<file path="config.mk">
export PLATFORM = sky130hd
export DESIGN_NAME = bmp_rgb555_stream_decoder
export DESIGN_NICKNAME = d
export VERILOG_FILES = /design/src/design/bmp_pkg.sv /design/src/design/bmp_parse.sv /design/src/design/bmp_rgb555_stream_decoder.sv
export SDC_FILE = /design/constraint.sdc
export NUM_CORES = 1
export LEC_CHECK = 0
export ABC_CLOCK_PERIOD_IN_PS = 6650
export BUFFER_PORTS_ARGS = -buffer_cell sky130_fd_sc_hd__buf_2
export CORE_AREA = 2 2 174 176
export CTS_CLUSTER_DIAMETER = 60
export DETAILED_ROUTE_END_ITERATION = 8
export DIE_AREA = 0 0 176 178
export PLACE_DENSITY = 0.5
export SLEW_MARGIN = 5
export SYNTH_ARGS = -nofsm -noshare
export SYNTH_HDL_FRONTEND = slang
export SYNTH_SLANG_ARGS = --single-unit
export TNS_END_PERCENT = 1
</file>
<file path="constraint.sdc">
create_clock -name clock -period 6.65 [get_ports clock]
set_input_delay 0.3325 -clock clock [delete_from_list [all_inputs] [get_ports clock]]
set_output_delay 0.3325 -clock clock [all_outputs]
set_load 0.05 [all_outputs]
</file>
<file path="src/design/bmp_pkg.sv">
// Shared types, codes and the color conversion for the bitmap stream decoder.
`timescale 1ns / 1ps

package bmp_pkg;

   typedef enum logic [1:0] {
      PH_HEADER  = 2'd0,
      PH_PIXELS  = 2'd1,
      PH_STOPPED = 2'd2
   } phase_type;

   typedef enum logic [1:0] {
      KIND_PIXEL    = 2'd0,
      KIND_BAD_SIG  = 2'd1,
      KIND_READ_ERR = 2'd2
   } kind_type;

   localparam logic [7:0] SIG_FIRST    = 8'h42;  // 'B'
   localparam logic [7:0] SIG_SECOND   = 8'h4D;  // 'M'
   localparam logic [7:0] POS_SIG_LAST = 8'd1;
   localparam logic [7:0] POS_OFFSET   = 8'd10;
   localparam logic [7:0] POS_WIDTH    = 8'd18;
   localparam logic [7:0] POS_HEIGHT   = 8'd22;
   localparam logic [7:0] MIN_START    = 8'd11;
   localparam logic [7:0] POS_MAX      = 8'd255;

   typedef struct packed {
      logic [7:0] data_byte;
      logic       read_failed;
      logic       first_byte;
   } item_type;

   typedef struct packed {
      kind_type    kind;
      logic [15:0] pixel_index;
      logic [7:0]  column;
      logic [7:0]  row;
      logic [15:0] color;
      logic        last_pixel;
   } result_type;

   // RGB555 to RGB565, green low bit forced to zero
   function automatic logic [15:0] to_rgb565(input logic [15:0] word);
      return {word[14:10], word[9:5], 1'b0, word[4:0]};
   endfunction

endpackage

</file>
<file path="src/design/bmp_parse.sv">
// Header parser, pixel sequencer and result builder for one byte per cycle in which step is high.
`timescale 1ns / 1ps

module bmp_parse
   import bmp_pkg::*;
(
   input  logic       clock,
   input  logic       reset,
   input  logic       step,
   input  item_type   item,
   output logic       result_valid,
   output result_type result
);

   phase_type  phase_ff,  phase_in;
   logic [7:0] pos_ff,    pos_in;
   logic [7:0] offset_ff, offset_in;
   logic [7:0] width_ff,  width_in;
   logic [7:0] height_ff, height_in;
   logic [7:0] col_ff,    col_in;
   logic [7:0] row_ff,    row_in;
   logic [8:0] hold_ff,   hold_in;

   // state as seen by this byte, after a restart if it carries one
   phase_type  eff_phase;
   logic [7:0] eff_pos, eff_offset, eff_width, eff_height, eff_col, eff_row;
   logic [8:0] eff_hold;

   logic [8:0]  next_pos;
   logic [7:0]  start_pos;
   logic [15:0] word;
   logic        last_col;
   logic        last;

   always_comb begin
      if (item.first_byte) begin
         eff_phase  = PH_HEADER;
         eff_pos    = '0;
         eff_offset = '0;
         eff_width  = '0;
         eff_height = '0;
         eff_col    = '0;
         eff_row    = '0;
         eff_hold   = '0;
      end else begin
         eff_phase  = phase_ff;
         eff_pos    = pos_ff;
         eff_offset = offset_ff;
         eff_width  = width_ff;
         eff_height = height_ff;
         eff_col    = col_ff;
         eff_row    = row_ff;
         eff_hold   = hold_ff;
      end
   end

   always_comb begin
      phase_in     = eff_phase;
      pos_in       = eff_pos;
      offset_in    = eff_offset;
      width_in     = eff_width;
      height_in    = eff_height;
      col_in       = eff_col;
      row_in       = eff_row;
      hold_in      = eff_hold;
      result_valid = 1'b0;
      result       = '0;
      next_pos     = {1'b0, eff_pos} + 9'd1;
      start_pos    = MIN_START;
      word         = {item.data_byte, eff_hold[7:0]};
      last_col     = ({1'b0, eff_col} + 9'd1) >= {1'b0, eff_width};
      last         = last_col && (eff_row == '0);

      case (eff_phase)
         PH_HEADER: begin
            if (item.read_failed) begin
               phase_in     = PH_STOPPED;
               result_valid = 1'b1;
               result.kind  = KIND_READ_ERR;
            end else if (eff_pos == POS_SIG_LAST &&
                         (eff_hold != '0 || item.data_byte != SIG_SECOND)) begin
               phase_in     = PH_STOPPED;
               result_valid = 1'b1;
               result.kind  = KIND_BAD_SIG;
            end else begin
               if (eff_pos == '0 && item.data_byte != SIG_FIRST) begin
                  hold_in = 9'd1;
               end
               if (eff_pos == POS_SIG_LAST) begin
                  hold_in = '0;
               end
               if (eff_pos == POS_OFFSET) begin
                  offset_in = item.data_byte;
               end
               if (eff_pos == POS_WIDTH) begin
                  width_in = item.data_byte;
               end
               if (eff_pos == POS_HEIGHT) begin
                  height_in = item.data_byte;
               end
               if (offset_in > MIN_START) begin
                  start_pos = offset_in;
               end
               if (eff_pos >= POS_OFFSET && next_pos >= {1'b0, start_pos}) begin
                  hold_in = '0;
                  if (width_in == '0 || height_in == '0) begin
                     phase_in = PH_STOPPED;
                  end else begin
                     phase_in = PH_PIXELS;
                     col_in   = '0;
                     row_in   = height_in - 8'd1;
                  end
               end
               pos_in = next_pos[8] ? POS_MAX : next_pos[7:0];
            end
         end
         PH_PIXELS: begin
            if (item.read_failed) begin
               phase_in     = PH_STOPPED;
               result_valid = 1'b1;
               result.kind  = KIND_READ_ERR;
            end else if (!eff_hold[8]) begin
               hold_in = {1'b1, item.data_byte};
            end else begin
               hold_in            = '0;
               result_valid       = 1'b1;
               result.kind        = KIND_PIXEL;
               result.pixel_index = 16'(eff_row * eff_width) + {8'd0, eff_col};
               result.column      = eff_col;
               result.row         = eff_row;
               result.color       = to_rgb565(word);
               result.last_pixel  = last;
               if (last) begin
                  phase_in = PH_STOPPED;
               end else if (last_col) begin
                  col_in = '0;
                  row_in = eff_row - 8'd1;
               end else begin
                  col_in = eff_col + 8'd1;
               end
            end
         end
         default: begin
            // stopped: drop bytes until a restart
         end
      endcase
   end

   always_ff @(posedge clock) begin
      if (reset) begin
         phase_ff  <= PH_HEADER;
         pos_ff    <= '0;
         offset_ff <= '0;
         width_ff  <= '0;
         height_ff <= '0;
         col_ff    <= '0;
         row_ff    <= '0;
         hold_ff   <= '0;
      end else if (step) begin
         phase_ff  <= phase_in;
         pos_ff    <= pos_in;
         offset_ff <= offset_in;
         width_ff  <= width_in;
         height_ff <= height_in;
         col_ff    <= col_in;
         row_ff    <= row_in;
         hold_ff   <= hold_in;
      end
   end

   property p_error_stops;
      @(posedge clock) disable iff (reset)
         (step && result_valid && result.kind != KIND_PIXEL) |=> phase_ff == PH_STOPPED;
   endproperty
   a_error_stops: assert property (p_error_stops)
      else $error("error result did not stop the parser");

   property p_pixel_clears_hold;
      @(posedge clock) disable iff (reset)
         (step && result_valid && result.kind == KIND_PIXEL) |=> !hold_ff[8];
   endproperty
   a_pixel_clears_hold: assert property (p_pixel_clears_hold)
      else $error("held byte survived a pixel result");

   property p_pixels_nonempty;
      @(posedge clock) disable iff (reset)
         (phase_ff == PH_PIXELS) |-> (width_ff != '0 && height_ff != '0);
   endproperty
   a_pixels_nonempty: assert property (p_pixels_nonempty)
      else $error("pixel phase entered with empty image");

endmodule

</file>
<file path="src/design/bmp_rgb555_stream_decoder.sv">
// Top level: input register, parser and result register of the bitmap stream decoder.
// Bytes go from the input register through the parser to the result register driving rsp_.
// One byte per cycle when not stalled; the row times width multiply sits in the result stage.
// Bytes that give no result pass the result stage even while rsp_stall holds a result.
// Reset clears all parser state; the stream is then parsed from byte 0 without a restart.
`timescale 1ns / 1ps

module bmp_rgb555_stream_decoder
   import bmp_pkg::*;
(
   input  logic        clock,
   input  logic        reset,
   input  logic        req_valid,
   output logic        req_stall,
   input  logic [7:0]  req_data_byte,
   input  logic        req_read_failed,
   input  logic        req_first_byte,
   output logic        rsp_valid,
   input  logic        rsp_stall,
   output logic [1:0]  rsp_kind,
   output logic [15:0] rsp_pixel_index,
   output logic [7:0]  rsp_column,
   output logic [7:0]  rsp_row,
   output logic [15:0] rsp_color,
   output logic        rsp_last_pixel
);

   logic       in_valid_ff, in_valid_in;
   item_type   in_item_ff,  in_item_in;
   logic       out_valid_ff, out_valid_in;
   result_type out_ff,       out_in;

   logic       has_result;
   result_type result;
   logic       out_free;
   logic       advance;

   bmp_parse u_parse (
      .clock        (clock),
      .reset        (reset),
      .step         (advance),
      .item         (in_item_ff),
      .result_valid (has_result),
      .result       (result)
   );

   assign out_free  = !out_valid_ff || !rsp_stall;
   assign advance   = in_valid_ff && (!has_result || out_free);
   assign req_stall = in_valid_ff && !advance;

   always_comb begin
      in_valid_in = in_valid_ff;
      in_item_in  = in_item_ff;
      if (req_valid && !req_stall) begin
         in_valid_in = 1'b1;
         in_item_in  = '{data_byte: req_data_byte, read_failed: req_read_failed,
                         first_byte: req_first_byte};
      end else if (advance) begin
         in_valid_in = 1'b0;
      end

      out_valid_in = out_valid_ff;
      out_in       = out_ff;
      if (advance && has_result) begin
         out_valid_in = 1'b1;
         out_in       = result;
      end else if (!rsp_stall) begin
         out_valid_in = 1'b0;
      end
   end

   always_ff @(posedge clock) begin
      if (reset) begin
         in_valid_ff  <= 1'b0;
         out_valid_ff <= 1'b0;
      end else begin
         in_valid_ff  <= in_valid_in;
         out_valid_ff <= out_valid_in;
      end
      in_item_ff <= in_item_in;
      out_ff     <= out_in;
   end

   assign rsp_valid       = out_valid_ff;
   assign rsp_kind        = out_ff.kind;
   assign rsp_pixel_index = out_ff.pixel_index;
   assign rsp_column      = out_ff.column;
   assign rsp_row         = out_ff.row;
   assign rsp_color       = out_ff.color;
   assign rsp_last_pixel  = out_ff.last_pixel;

   // a byte with a result blocked by a full output must stay in the input register
   property p_blocked_item_kept;
      @(posedge clock) disable iff (reset)
         (in_valid_ff && has_result && !out_free) |=> in_valid_ff;
   endproperty
   a_blocked_item_kept: assert property (p_blocked_item_kept)
      else $error("input byte lost while output was full");

   property p_error_fields_zero;
      @(posedge clock) disable iff (reset)
         (rsp_valid && rsp_kind != KIND_PIXEL) |->
            (rsp_pixel_index == '0 && rsp_column == '0 && rsp_row == '0 &&
             rsp_color == '0 && !rsp_last_pixel);
   endproperty
   a_error_fields_zero: assert property (p_error_fields_zero)
      else $error("error transfer carries nonzero pixel fields");

   property p_last_on_bottom_row;
      @(posedge clock) disable iff (reset)
         (rsp_valid && rsp_last_pixel) |-> (rsp_row == '0 && rsp_kind == KIND_PIXEL);
   endproperty
   a_last_on_bottom_row: assert property (p_last_on_bottom_row)
      else $error("last pixel flagged off row zero");

endmodule
</file>
==> summary.md, run 1 <==
| Metric | Value |
|---|---|
| Status | complete, no violations |
| First-pass GRT wire length | 37200 µm |
| Core Region | 29400 µm² |
| RSZ-0062 raised after global routing | no |
| Slowest CP cell | or4b_1 |
| CP max FO | 13 |
| Mapped cell area | 8750 µm² |
| Setup TNS Final | 0 ns |
| Net count of the mapped netlist | 1078 |
| Largest net degree at the start of global routing | 52 |
| Synth Area per Inst | 9.11 µm² |
| Antenna cells | 0 |
| Dpl ws | 1.34 ns |
| # Post-CTS Setup Buffers | 0 |
| Router iterations before antenna repair | 5 |
| Clock Sinks | 121 |
| Die Footprint | 31300 µm² |
| Iteration-0 DRC Markers | 481 |
| # nets final | 1118 |
| Final Hold Fails | 0 |
| CP Data Required Time | 7.02 ns |
| Headroom to the max-slew limit | 24.4% |
| Share of layout cells above drive strength 1 | 12.4% |
| Initial Utilization | 29.8% |
| CP arrival | 5.69 ns |
| Min-delay worst type | in -> reg |
| Number of fill cells | 3058 |
| Row cnt | 63 |
| Clock Path Buffers | 2 |
| Sequential area share after synthesis | 34.6% |
| Post-synth cell types | 86 |
| Initial antenna violation count | 0 |
| CP endpoint kind | flip-flop |
| Number of synthesized flops with an enable pin | 60 |
| Crit path kind | reg -> reg |
| GP Congestion | 0.863 |
| Critical path, cell by cell | clkinv_1 > nand2_1 > ha_1 > or4b_1 > mux2i_1 > nand2_1 > a2111oi_4 > a221oi_1 > ha_1 > nor2b_1 > o31ai_1 > a21oi_1 > o32a_1 > o21ai_0 > nand3_1 > a21oi_1 > a22o_1 |
| Chip width | 176 µm |
| Cts bufs inserted | 17 |
| CTS tree | done |
| Remaining antenna violation count after routing | 0 |
| Total number of H-tree levels | 4 |
| Area Growth Syn to Fin | 14.0% |
| GR met2 Demand/Resource | 25.5% |
| PortBufs | 65 |
| Final-report setup violation count | 0 |
| Hold Slack | 0.0806 ns |
| # DRC | 0 |
| Flops & latches, synth | 121 |
| Vias in the first global route | 6777 |
| Max-slew violation total from the final report | 0 |
| Hold_buf cts | 0 |
| Lkg Pwr | 4.00 nW |
| Die height | 178 µm |
| VDD IR-drop max | 177 µV |
| Met3 usage | 2.24% |
| Part of the cycle the worst path needs | 80.0% |
| Clock latency at the later pin of the worst-skew pair | 0.42 ns |
| Core Util, Final | 33.9% |
| Final setup margin | 1.33 ns |
| I/O pin cnt | 67 |
| Clock slew at reported path FFs | 0.06 ns |
| Async S/R FF share, synth | 0% |
| Pwr Density | 187 nW/µm² |
| Main flop type after synthesis | dfxtp_1 |
| Top Usage Layer GRT | met2 |
| Crit path largest cell delay | 0.63 ns |
| Routed WL | 23400 µm |
| Yosys warns | 0 |
| Vias | 7053 |
| WL/cell | 16.7 µm |
| Setup Skew | 0.0119 ns |
| Worst Tran Pin Value | 1.13 ns |
| Grt total ovfl | 0 |
| Vias/cell | 5.03 |
| Number of standard cells after synthesis | 960 |
| Fmax | 188 MHz |
| Worst setup SP type | flip-flop |
| CTS resizes | 0 |
| Max Cap Viol | 0 |
| Met1 usage | 20.1% |
| Tmin final | 5.32 ns |
| Post-DP HPWL | 17400 µm |
| Gr usage total | 15.2% |
| Root buffer cell | clkbuf_16 |
-- cell usage after synthesis (6+ instances only) --
library cell  instances  share of area (%)
a21oi_1              43                2.5
a22o_1               12                1.2
a22oi_1              24                2.1
and2_1               47                3.4
and3_1                9               0.64
buf_2                 9               0.51
clkbuf_1             34                1.5
dfxtp_1              61                 14
edfxtp_1             60                 21
fa_1                 44                 10
ha_1                 60                8.6
inv_1                80                3.4
nand2_1              88                3.8
nand3_1              22                1.3
nand4_1              12               0.86
nor2_1              114                4.9
nor2b_1              25                1.8
nor3_1               26                1.5
nor4_1                7               0.50
o21a_1                7               0.60
o21ai_0              24                1.4
o21ai_1               6               0.34
or3_1                 6               0.43
xnor2_1              16                1.6
xor2_1               14                1.4
-- cells by family after synthesis --
| kind of cell | after synthesis | share of synthesized area [%] |
|---|---|---|
| compound gates | 175 | 14.1 |
| other cells | 1 | 0.0429 |
| simple gates | 393 | 23.2 |
| buf+inv | 131 | 5.88 |
| fa+ha+maj | 104 | 18.7 |
| flops | 121 | 34.6 |
| xor+xnor | 30 | 3.00 |
| mux | 5 | 0.572 |
-- layout make-up --
cell class | instances | area (µm²) | area share [%]
clock inverters | 14 | 133 | 1.33
inverters | 82 | 308 | 3.09
repair buffers | 70 | 363 | 3.64
multi-input cells | 708 | 5220 | 52.3
clock buffers | 18 | 439 | 4.40
well taps | 390 | 488 | 4.89
flip-flops and latches | 121 | 3020 | 30.3
-- metal layers --
| metal | wire length (µm) | vias to the layer above |
|---|---|---|
| met5 | 0 | - |
| met2 | 11300 | 165 |
| met1 | 10800 | 3434 |
| met3 | 849 | 26 |
| met4 | 377 | 0 |
| li1 | - | 3428 |
-- cells in the final DEF, fill, tap and decap left out, drive strengths merged, types with 28 or more instances in the layout --
| cell type | Yosys | final |
|---|---|---|
| and2 | 47 | 47 |
| o21ai | 31 | 31 |
| nand2 | 89 | 89 |
| dfxtp | 61 | 61 |
| buf | 15 | 70 |
| inv | 80 | 89 |
| a21oi | 45 | 45 |
| ha | 60 | 60 |
| edfxtp | 60 | 60 |
| nor3 | 28 | 28 |
| nor2 | 118 | 118 |
| fa | 44 | 44 |
-- where the power goes --
part / switching (W) / internal, W
sequential: 0.0000215 / 0.000797
combinational: 0.0000989 / 0.0000288
clock: 0.000390 / 0.000532
-- state kept, by name, summed over array words and instances, names as in the netlist, 8 cells and up --
register / cells
rsp_row: 8
u_parse.width_ff: 8
rsp_pixel_index: 16
u_parse.row_ff: 8
in_item_ff: 10
u_parse.pos_ff: 8
u_parse.hold_ff: 9
rsp_column: 8
u_parse.col_ff: 8
rsp_color: 15
u_parse.offset_ff: 8
u_parse.height_ff: 8
-- worst paths after layout --
path / cells after the start / from / to / slack (ns)
max: 17 / in_item_ff[0] / u_parse.hold_ff[1] / 1.33
min: 1 / req_data_byte[6] / in_item_ff[8] / 0.08
max reg2reg: 17 / in_item_ff[0] / u_parse.hold_ff[1] / 1.33
min reg2reg: 2 / u_parse.col_ff[7] / u_parse.col_ff[7] / 0.46
-- critical path, delay by kind of cell, from the launching register on --
family | cells | cell delay, ns
buf+inv | 1 | 0.44
flops | 1 | 0.51
fa+ha+maj | 2 | 0.59
compound gates | 8 | 2.10
mux | 1 | 0.30
simple gates | 5 | 1.31
-- per-stage QoR --
| step | instances | power [W] | instance area, µm² |
|---|---|---|---|
| 3_5_place_dp | 1371 | 0.000963 | 9400 |
| 2_1_floorplan | 960 | 0.000920 | 8750 |
| 4_1_cts | 1403 | 0.00189 | 9970 |
| 3_3_place_gp | 1371 | 0.000963 | 9400 |
| 6_report | 1403 | 0.00187 | 9970 |
| 5_1_grt | 1403 | 0.00193 | 9970 |
Power figures use the tool's default switching activity.
==> run 2: changes to the inputs <==
Settings changed: ABC_AREA set to 1, ABC_CLOCK_PERIOD_IN_PS 6650 to 5100, CORE_AREA 2 2 174 176 to 2 2 182 184, DIE_AREA 0 0 176 178 to 0 0 184 186.
Clock period 6.65 ns to 5.1 ns, I/O delays scaled along.
==> run 2 against run 1 <==
Synthesized cell count rose by 35%. Worst setup slack got worse by 1.1 ns. Final cell count rose by 28%. Die area rose by 9.2%. Highest routed layer unchanged. Combinational power rose to 4.1 times the previous value. Sequential share of layout area fell by 3.2 points.
==> summary.md, run 2 <==
| Metric | Value |
|---|---|
| Status | complete, no violations |
| Clock Path Buffers | 2 (unchanged) |
| Flops & latches, synth | 121 (unchanged) |
| Clock latency at the later pin of the worst-skew pair | 0.44 ns (+0.02 ns) |
| Lkg Pwr | 5.04 nW (+26%) |
| Mapped cell area | 9590 µm² (+9.7%) |
| Most frequent cells in the layout | nand2_1 (230), inv_1 (194), nor2_1 (179) |
| Async S/R FF share, synth | 0% (unchanged) |
| Setup Skew | 0.0119 ns (-0.0000560 ns) |
| Iteration-0 DRC Markers | 772 (+60%) |
| Chip width | 184 µm (+4.5%) |
| Placed cells | 1757 (+28%) |
| Fmax | 205 MHz (+9.1%) |
| Remaining antenna violation count after routing | 0 (unchanged) |
| # Post-CTS Setup Buffers | 0 (unchanged) |
| Number of standard cells after synthesis | 1292 (+35%) |
| Leading cell type in the layout, fill and taps excluded | nand2_1 |
| # DRC | 0 (unchanged) |
| Die height | 186 µm (+4.5%) |
| Max Cap Viol | 0 (unchanged) |
| Pwr Total | 0.00283 W (+51%) |
| Grt total ovfl | 0 (unchanged) |
| Antenna cells | 0 (unchanged) |
| Clock Sinks | 121 (unchanged) |
| Core Region | 32200 µm² (+9.5%) |
| Hold Path Stages | 1 (unchanged) |
| Routed WL | 28700 µm (+23%) |
| Vias | 8813 (+25%) |
| Slowest CP cell | fa_1 |
| Clock slew at reported path FFs | 0.06 ns (about the same) |
| Reg2reg path depth | 22 (+5) |
| Area Growth Syn to Fin | 16.1% |
| Dominant cell type by area after synthesis | edfxtp_1 |
| WL/cell | 15.9 µm (-4.4%) |
| Max-slew violation total from the final report | 0 (unchanged) |
| Hold Slack | 0.0251 ns (-0.0556 ns) |
| CTS tree | done |
| Root buffer cell | clkbuf_16 |
| Most frequent cell after synthesis | nand2_1 |
| Post-synth cell types | 50 (-42%) |
| Core Util, Final | 34.6% (+0.64 points) |
| First-pass GRT wire length | 44800 µm (+21%) |
| Net count of the mapped netlist | 1410 (+31%) |
| Yosys warns | 0 (unchanged) |
| Flip-flop count of the largest register after layout | 16 (unchanged) |
| Router iterations before antenna repair | 5 (unchanged) |
| Part of the cycle the worst path needs | 95.6% (+16 points) |
| Gr usage total | 17.1% (+2.0 points) |
| Worst Tran Pin Value | 1.22 ns (+0.0910 ns) |
| CP Buf/Inv Count | 7 (+6) |
| Total number of H-tree levels | 4 (unchanged) |
| CP Data Required Time | 5.28 ns (-1.74 ns) |
| Sequential area share after synthesis | 31.5% (-3.0 points) |
| Top cell by count, worst path | inv_1 |
| Main flop type after synthesis | dfxtp_1 |
| Post-DP HPWL | 21300 µm (+22%) |
| Row cnt | 66 (+4.8%) |
| Placed cell area | 10500 µm² (+11%) |
| Number of synthesized flops with an enable pin | 60 (unchanged) |
| Tmin final | 4.88 ns (-0.443 ns) |
| GP Congestion | 0.898 (+4.1%) |
| PortBufs | 65 (unchanged) |
| Headroom to the max-slew limit | 18.7% (-5.7 points) |
| CP arrival | 5.05 ns (-0.64 ns) |
| Final std cells w/o fill | 1798 (+28%) |
| Critical Path Stages | 22 (+5) |
| Largest net degree at the start of global routing | 52 (unchanged) |
| Crit path largest cell delay | 0.59 ns (-0.04 ns) |
| Synth top cells by count | nand2_1 (230), inv_1 (196), nor2_1 (181) |
| VDD IR-drop max | 247 µV (+40%) |
| Cts bufs inserted | 17 (unchanged) |
| Final-report setup violation count | 0 (unchanged) |
| Initial antenna violation count | 0 (unchanged) |
| RSZ-0062 raised after global routing | yes |
| Share of layout cells above drive strength 1 | 13.7% (+1.2 points) |
| Synth Area per Inst | 7.42 µm² (-19%) |
| Delay-heaviest family, CP | adder cells |
| # nets final | 1495 (+34%) |
| Vias/cell | 4.90 (-2.5%) |
| Synth top area cells | edfxtp_1 (19%), dfxtp_1 (13%), fa_1 (9.2%) |
| Post-Layout Inst Area | 11100 µm² (+12%) |
| I/O pin cnt | 67 (unchanged) |
| Initial Utilization | 29.8% (+0.032 points) |
| Min-delay worst type | in -> reg |
| Final Hold Fails | 0 (unchanged) |
| Pwr Density | 254 nW/µm² (+36%) |
| Worst setup SP type | flip-flop |
| Die Footprint | 34200 µm² (+9.2%) |
| CP max FO | 26 (+13) |
| Critical path, cell by cell | buf_12 > inv_6 > buf_4 > nand2_1 > fa_1 > fa_1 > inv_1 > ha_1 > inv_1 > fa_1 > inv_1 > ha_1 > a21oi_1 > o21bai_1 > a21oi_1 > o21ai_0 > nand2_1 > inv_1 > o21ai_0 > nand2_1 > o21ai_0 > a21oi_1 |
| Post-synth top area share | 18.8% (-1.8 points) |
| Crit path kind | reg -> reg |
| Vias in the first global route | 8059 (+19%) |
| CP endpoint kind | flip-flop |
[run 2: changes by cell type in the layout (fill, tap and decap cells not counted), moves of 23 or more]
cell	delta
nor2b_1	-25
nand2_1	+142
a22oi_1	-23
inv_1	+114
nand3_1	+30
and2_1	-46
nor2_1	+65
buf_4	+36
o21ai_0	+58
a21oi_1	+70
[run 2: per-stage QoR]
| stage | worst slack (ns) | setup TNS [ns] |
|---|---|---|
| 3_3_place_gp | 0.289 | 0 |
| 4_1_cts | 0.228 | 0 |
| 3_5_place_dp | 0.246 | 0 |
| 5_1_grt | -0.00196 | -0.00196 |
| 6_report | 0.223 | 0 |
| 2_1_floorplan | 0.423 | 0 |
[run 2: what timing repair did]
item                                   in CTS  in global routing
hold buffers                                9                  0
endpoints found under the hold margin       9                  0
gates resized for setup                     0                  6
setup endpoints to repair                   0                  2
[run 2: per-layer routing]
layer	global-route usage (%)	up-vias	part of all wire (%)	wire, µm
li1	-	4382	-	-
met1	22.7	4153	45	12900
met2	28.5	239	48	13700
met3	2.54	39	5.4	1540
met4	5.92	0	1.8	524
met5	0	-	0	0
[run 2: cell type report]
class	count	area, µm²
Tap cell	408	510
Multi-Input combinational cell	916	5510
Clock buffer	19	443
Timing Repair Buffer	116	743
Fill cell	3436	21100
Clock inverter	13	129
Inverter	205	774
Sequential cell	121	3020
[run 2: worst reg2reg max path: cells and delay by family, from the launching register on]
| family | cells | cell delay [ns] |
|---|---|---|
| and+or+nand+nor | 3 | 0.37 |
| AOI/OAI and AO/OA | 7 | 1.04 |
| buffers and inverters | 7 | 0.75 |
| DFF | 1 | 0.43 |
| adders and majority gates | 5 | 2.06 |
[run 2: path summary, 6_finish.rpt]
check	start	endpoint	slack (ns)
worst max register to register	in_item_ff[0]	rsp_pixel_index[14]	0.22
worst min register to register	u_parse.height_ff[7]	u_parse.height_ff[7]	0.46
worst max-delay path	in_item_ff[0]	rsp_pixel_index[14]	0.22
worst min-delay path	req_first_byte	in_item_ff[0]	0.03
[run 2: cells by family after synthesis]
logic type,share of synthesized area (%)
AO/OA/AOI/OAI,14.5
XOR/XNOR,1.37
adder cells (fa/ha/maj),17.0
buffers and inverters,11.2
flip-flops,31.5
other,0.0391
AND/OR/NAND/NOR,24.4
[run 2: power breakdown]
part	switching [W]	internal (W)
clock network	0.000470	0.000725
logic	0.000375	0.000151
registers	0.0000362	0.00107
total	0.000882	0.00195
==> run 3: changes to the inputs <==
Settings changed: CORE_AREA 2 2 182 184 to 2 2 148 136, DIE_AREA 0 0 184 186 to 0 0 150 138, PLACE_DENSITY 0.5 to 0.73.
==> run 3 against run 2 <==
Via count increased by 1.8%. Register-to-register slack improved by 0.09 ns. Final cell count shrank 9.4%. Total power increased by 4.6%. Combinational power shrank 2%. Cell area shrank 1.8%. Wire length decreased by 8.3%. Utilization is 22 points higher. Global-route usage up 9.0 points. Worst hold slack worse by 0.015 ns. Clock skew decreased by 0.0019 ns.
==> summary.md, run 3 (synthesis gave the netlist of run 2 again) <==
| Metric | Value |
|---|---|
| Status | complete, no violations |
| CP max FO | 14 (-46%) |
| # DRC | 0 (unchanged) |
| Router iterations before antenna repair | 6 (+1) |
| VDD IR-drop max | 234 µV (-5.3%) |
| Fmax | 209 MHz (+1.9%) |
| Placed cell area | 10200 µm² (-2.5%) |
| Gr usage total | 26.1% (+9.0 points) |
| Row cnt | 49 (-26%) |
| Initial Utilization | 49.5% (+20 points) |
| Delay-heaviest family, CP | adder cells |
| Iteration-0 DRC Markers | 1064 (+38%) |
| Crit path kind | reg -> reg |
| Flip-flop count of the largest register after layout | 16 (unchanged) |
| Critical path, cell by cell | buf_12 > buf_6 > nor2_1 > inv_1 > nor2_2 > fa_1 > inv_1 > fa_1 > fa_1 > fa_1 > inv_1 > ha_1 > nand2_1 > o21ai_0 > a21oi_1 > o21ai_0 > nand2_1 > inv_1 > o21ai_0 > nand2_1 > o21ai_1 > a21oi_1 |
| Area Growth Syn to Fin | 13.9% |
| Max Cap Viol | 0 (unchanged) |
| Cts bufs inserted | 17 (unchanged) |
| Vias in the first global route | 8333 (+3.4%) |
| Tmin final | 4.78 ns (-0.0919 ns) |
| # nets final | 1479 (-1.1%) |
| Vias | 8969 (+1.8%) |
| PortBufs | 65 (unchanged) |
| Root buffer cell | clkbuf_16 |
| Part of the cycle the worst path needs | 93.8% (-1.8 points) |
| Slowest CP cell | fa_1 |
| Clock slew at reported path FFs | 0.06 ns (about the same) |
| # Post-CTS Setup Buffers | 0 (unchanged) |
| Area of the multi-input gates | 5540 µm² (+0.57%) |
| WL/cell | 16.2 µm (+1.3%) |
| Core Region | 19400 µm² (-40%) |
| CP endpoint kind | flip-flop |
| Lkg Pwr | 5.01 nW (-0.50%) |
| Chip width | 150 µm (-18%) |
| CP arrival | 4.96 ns (-0.09 ns) |
| Share of layout cells above drive strength 1 | 13.8% (+0.16 points) |
| Final Hold Fails | 0 (unchanged) |
| Post-DP HPWL | 18800 µm (-12%) |
| Clock Sinks | 121 (unchanged) |
| Worst setup SP type | flip-flop |
| CP Data Required Time | 5.27 ns (about the same) |
| Pwr Density | 271 nW/µm² (+6.6%) |
| Total number of H-tree levels | 4 (unchanged) |
| Die height | 138 µm (-26%) |
| Clock Path Buffers | 2 (unchanged) |
| Worst Tran Pin Value | 1.14 ns (-0.0804 ns) |
| I/O pin cnt | 67 (unchanged) |
| Min-delay worst type | in -> reg |
| Number of fill cells | 1853 (-46%) |
| Largest net degree at the start of global routing | 52 (unchanged) |
| Setup Skew | 0.00993 ns (-0.00193 ns) |
| Headroom to the max-slew limit | 24.1% (+5.4 points) |
| Initial antenna violation count | 0 (unchanged) |
| Grt total ovfl | 0 (unchanged) |
| First-pass GRT wire length | 43000 µm (-4.1%) |
| Hold Slack | 0.0103 ns (-0.0147 ns) |
| Final-report setup violation count | 0 (unchanged) |
| Crit path largest cell delay | 0.54 ns (-0.05 ns) |
| Post-Layout Inst Area | 10900 µm² (-1.8%) |
| Clock latency at the later pin of the worst-skew pair | 0.43 ns (about the same) |
| Most frequent cells in the layout | nand2_1 (227), inv_1 (193), nor2_1 (178) |
| Die Footprint | 20700 µm² (-40%) |
| Routed WL | 26300 µm (-8.3%) |
| Remaining antenna violation count after routing | 0 (unchanged) |
| CTS tree | done |
| Register area | 3020 µm² (unchanged) |
| CP Buf/Inv Count | 6 (-1) |
| Leading cell type in the layout, fill and taps excluded | nand2_1 |
| Vias/cell | 5.51 (+12%) |
| Antenna cells | 0 (unchanged) |
| Max-slew violation total from the final report | 0 (unchanged) |
| GP Congestion | 0.934 (+4.0%) |
## run 3: worst paths after layout
path | startpoint | endpoint | slack, ns | cells after the start
worst min register to register | u_parse.height_ff[7] | u_parse.height_ff[7] | 0.45 | 2
worst max register to register | in_item_ff[0] | rsp_pixel_index[14] | 0.32 | 22
worst min-delay path | req_data_byte[1] | in_item_ff[3] | 0.01 | 1
worst max-delay path | in_item_ff[0] | rsp_pixel_index[14] | 0.32 | 22
## run 3: final cells by class
cell class / instances / share of cell area (%)
multi-input cells: 916 / 50.7
flip-flops and latches: 121 / 27.7
inverters: 205 / 7.09
repair buffers: 100 / 5.71
clock buffers: 19 / 4.14
well taps: 255 / 2.92
clock inverters: 13 / 1.76
## run 3: through the flow
step           power (W)  setup WS, ns  std cells  TNS, ns  util [%]
4_1_cts          0.00295         0.190       1629        0      56.1
5_1_grt          0.00306       -0.0186       1629  -0.0186      56.4
3_3_place_gp     0.00162         0.303       1594        0      52.6
6_report         0.00296         0.315       1629        0      56.4
2_1_floorplan    0.00149         0.423       1292        0         -
3_5_place_dp     0.00162         0.223       1594        0      52.6
## run 3: per-layer routing
layer  vias up  track usage (%)  wire (µm)
met5         -                0          0
met4         0             8.29        571
met3        52             4.75       2070
met2       371             40.4      12000
met1      4205             37.1      11700
li1       4341                -          -
## run 3: power breakdown
group | internal [W] | switching (W)
Combinational | 0.000146 | 0.000372
Sequential | 0.00107 | 0.0000362
Clock | 0.000848 | 0.000488
## run 3: what timing repair did
action | CTS | global route
resized for setup | 0 | 19
endpoints found under the setup margin | 0 | 8
hold buffers | 3 | 0
hold endpoints to repair | 3 | 0
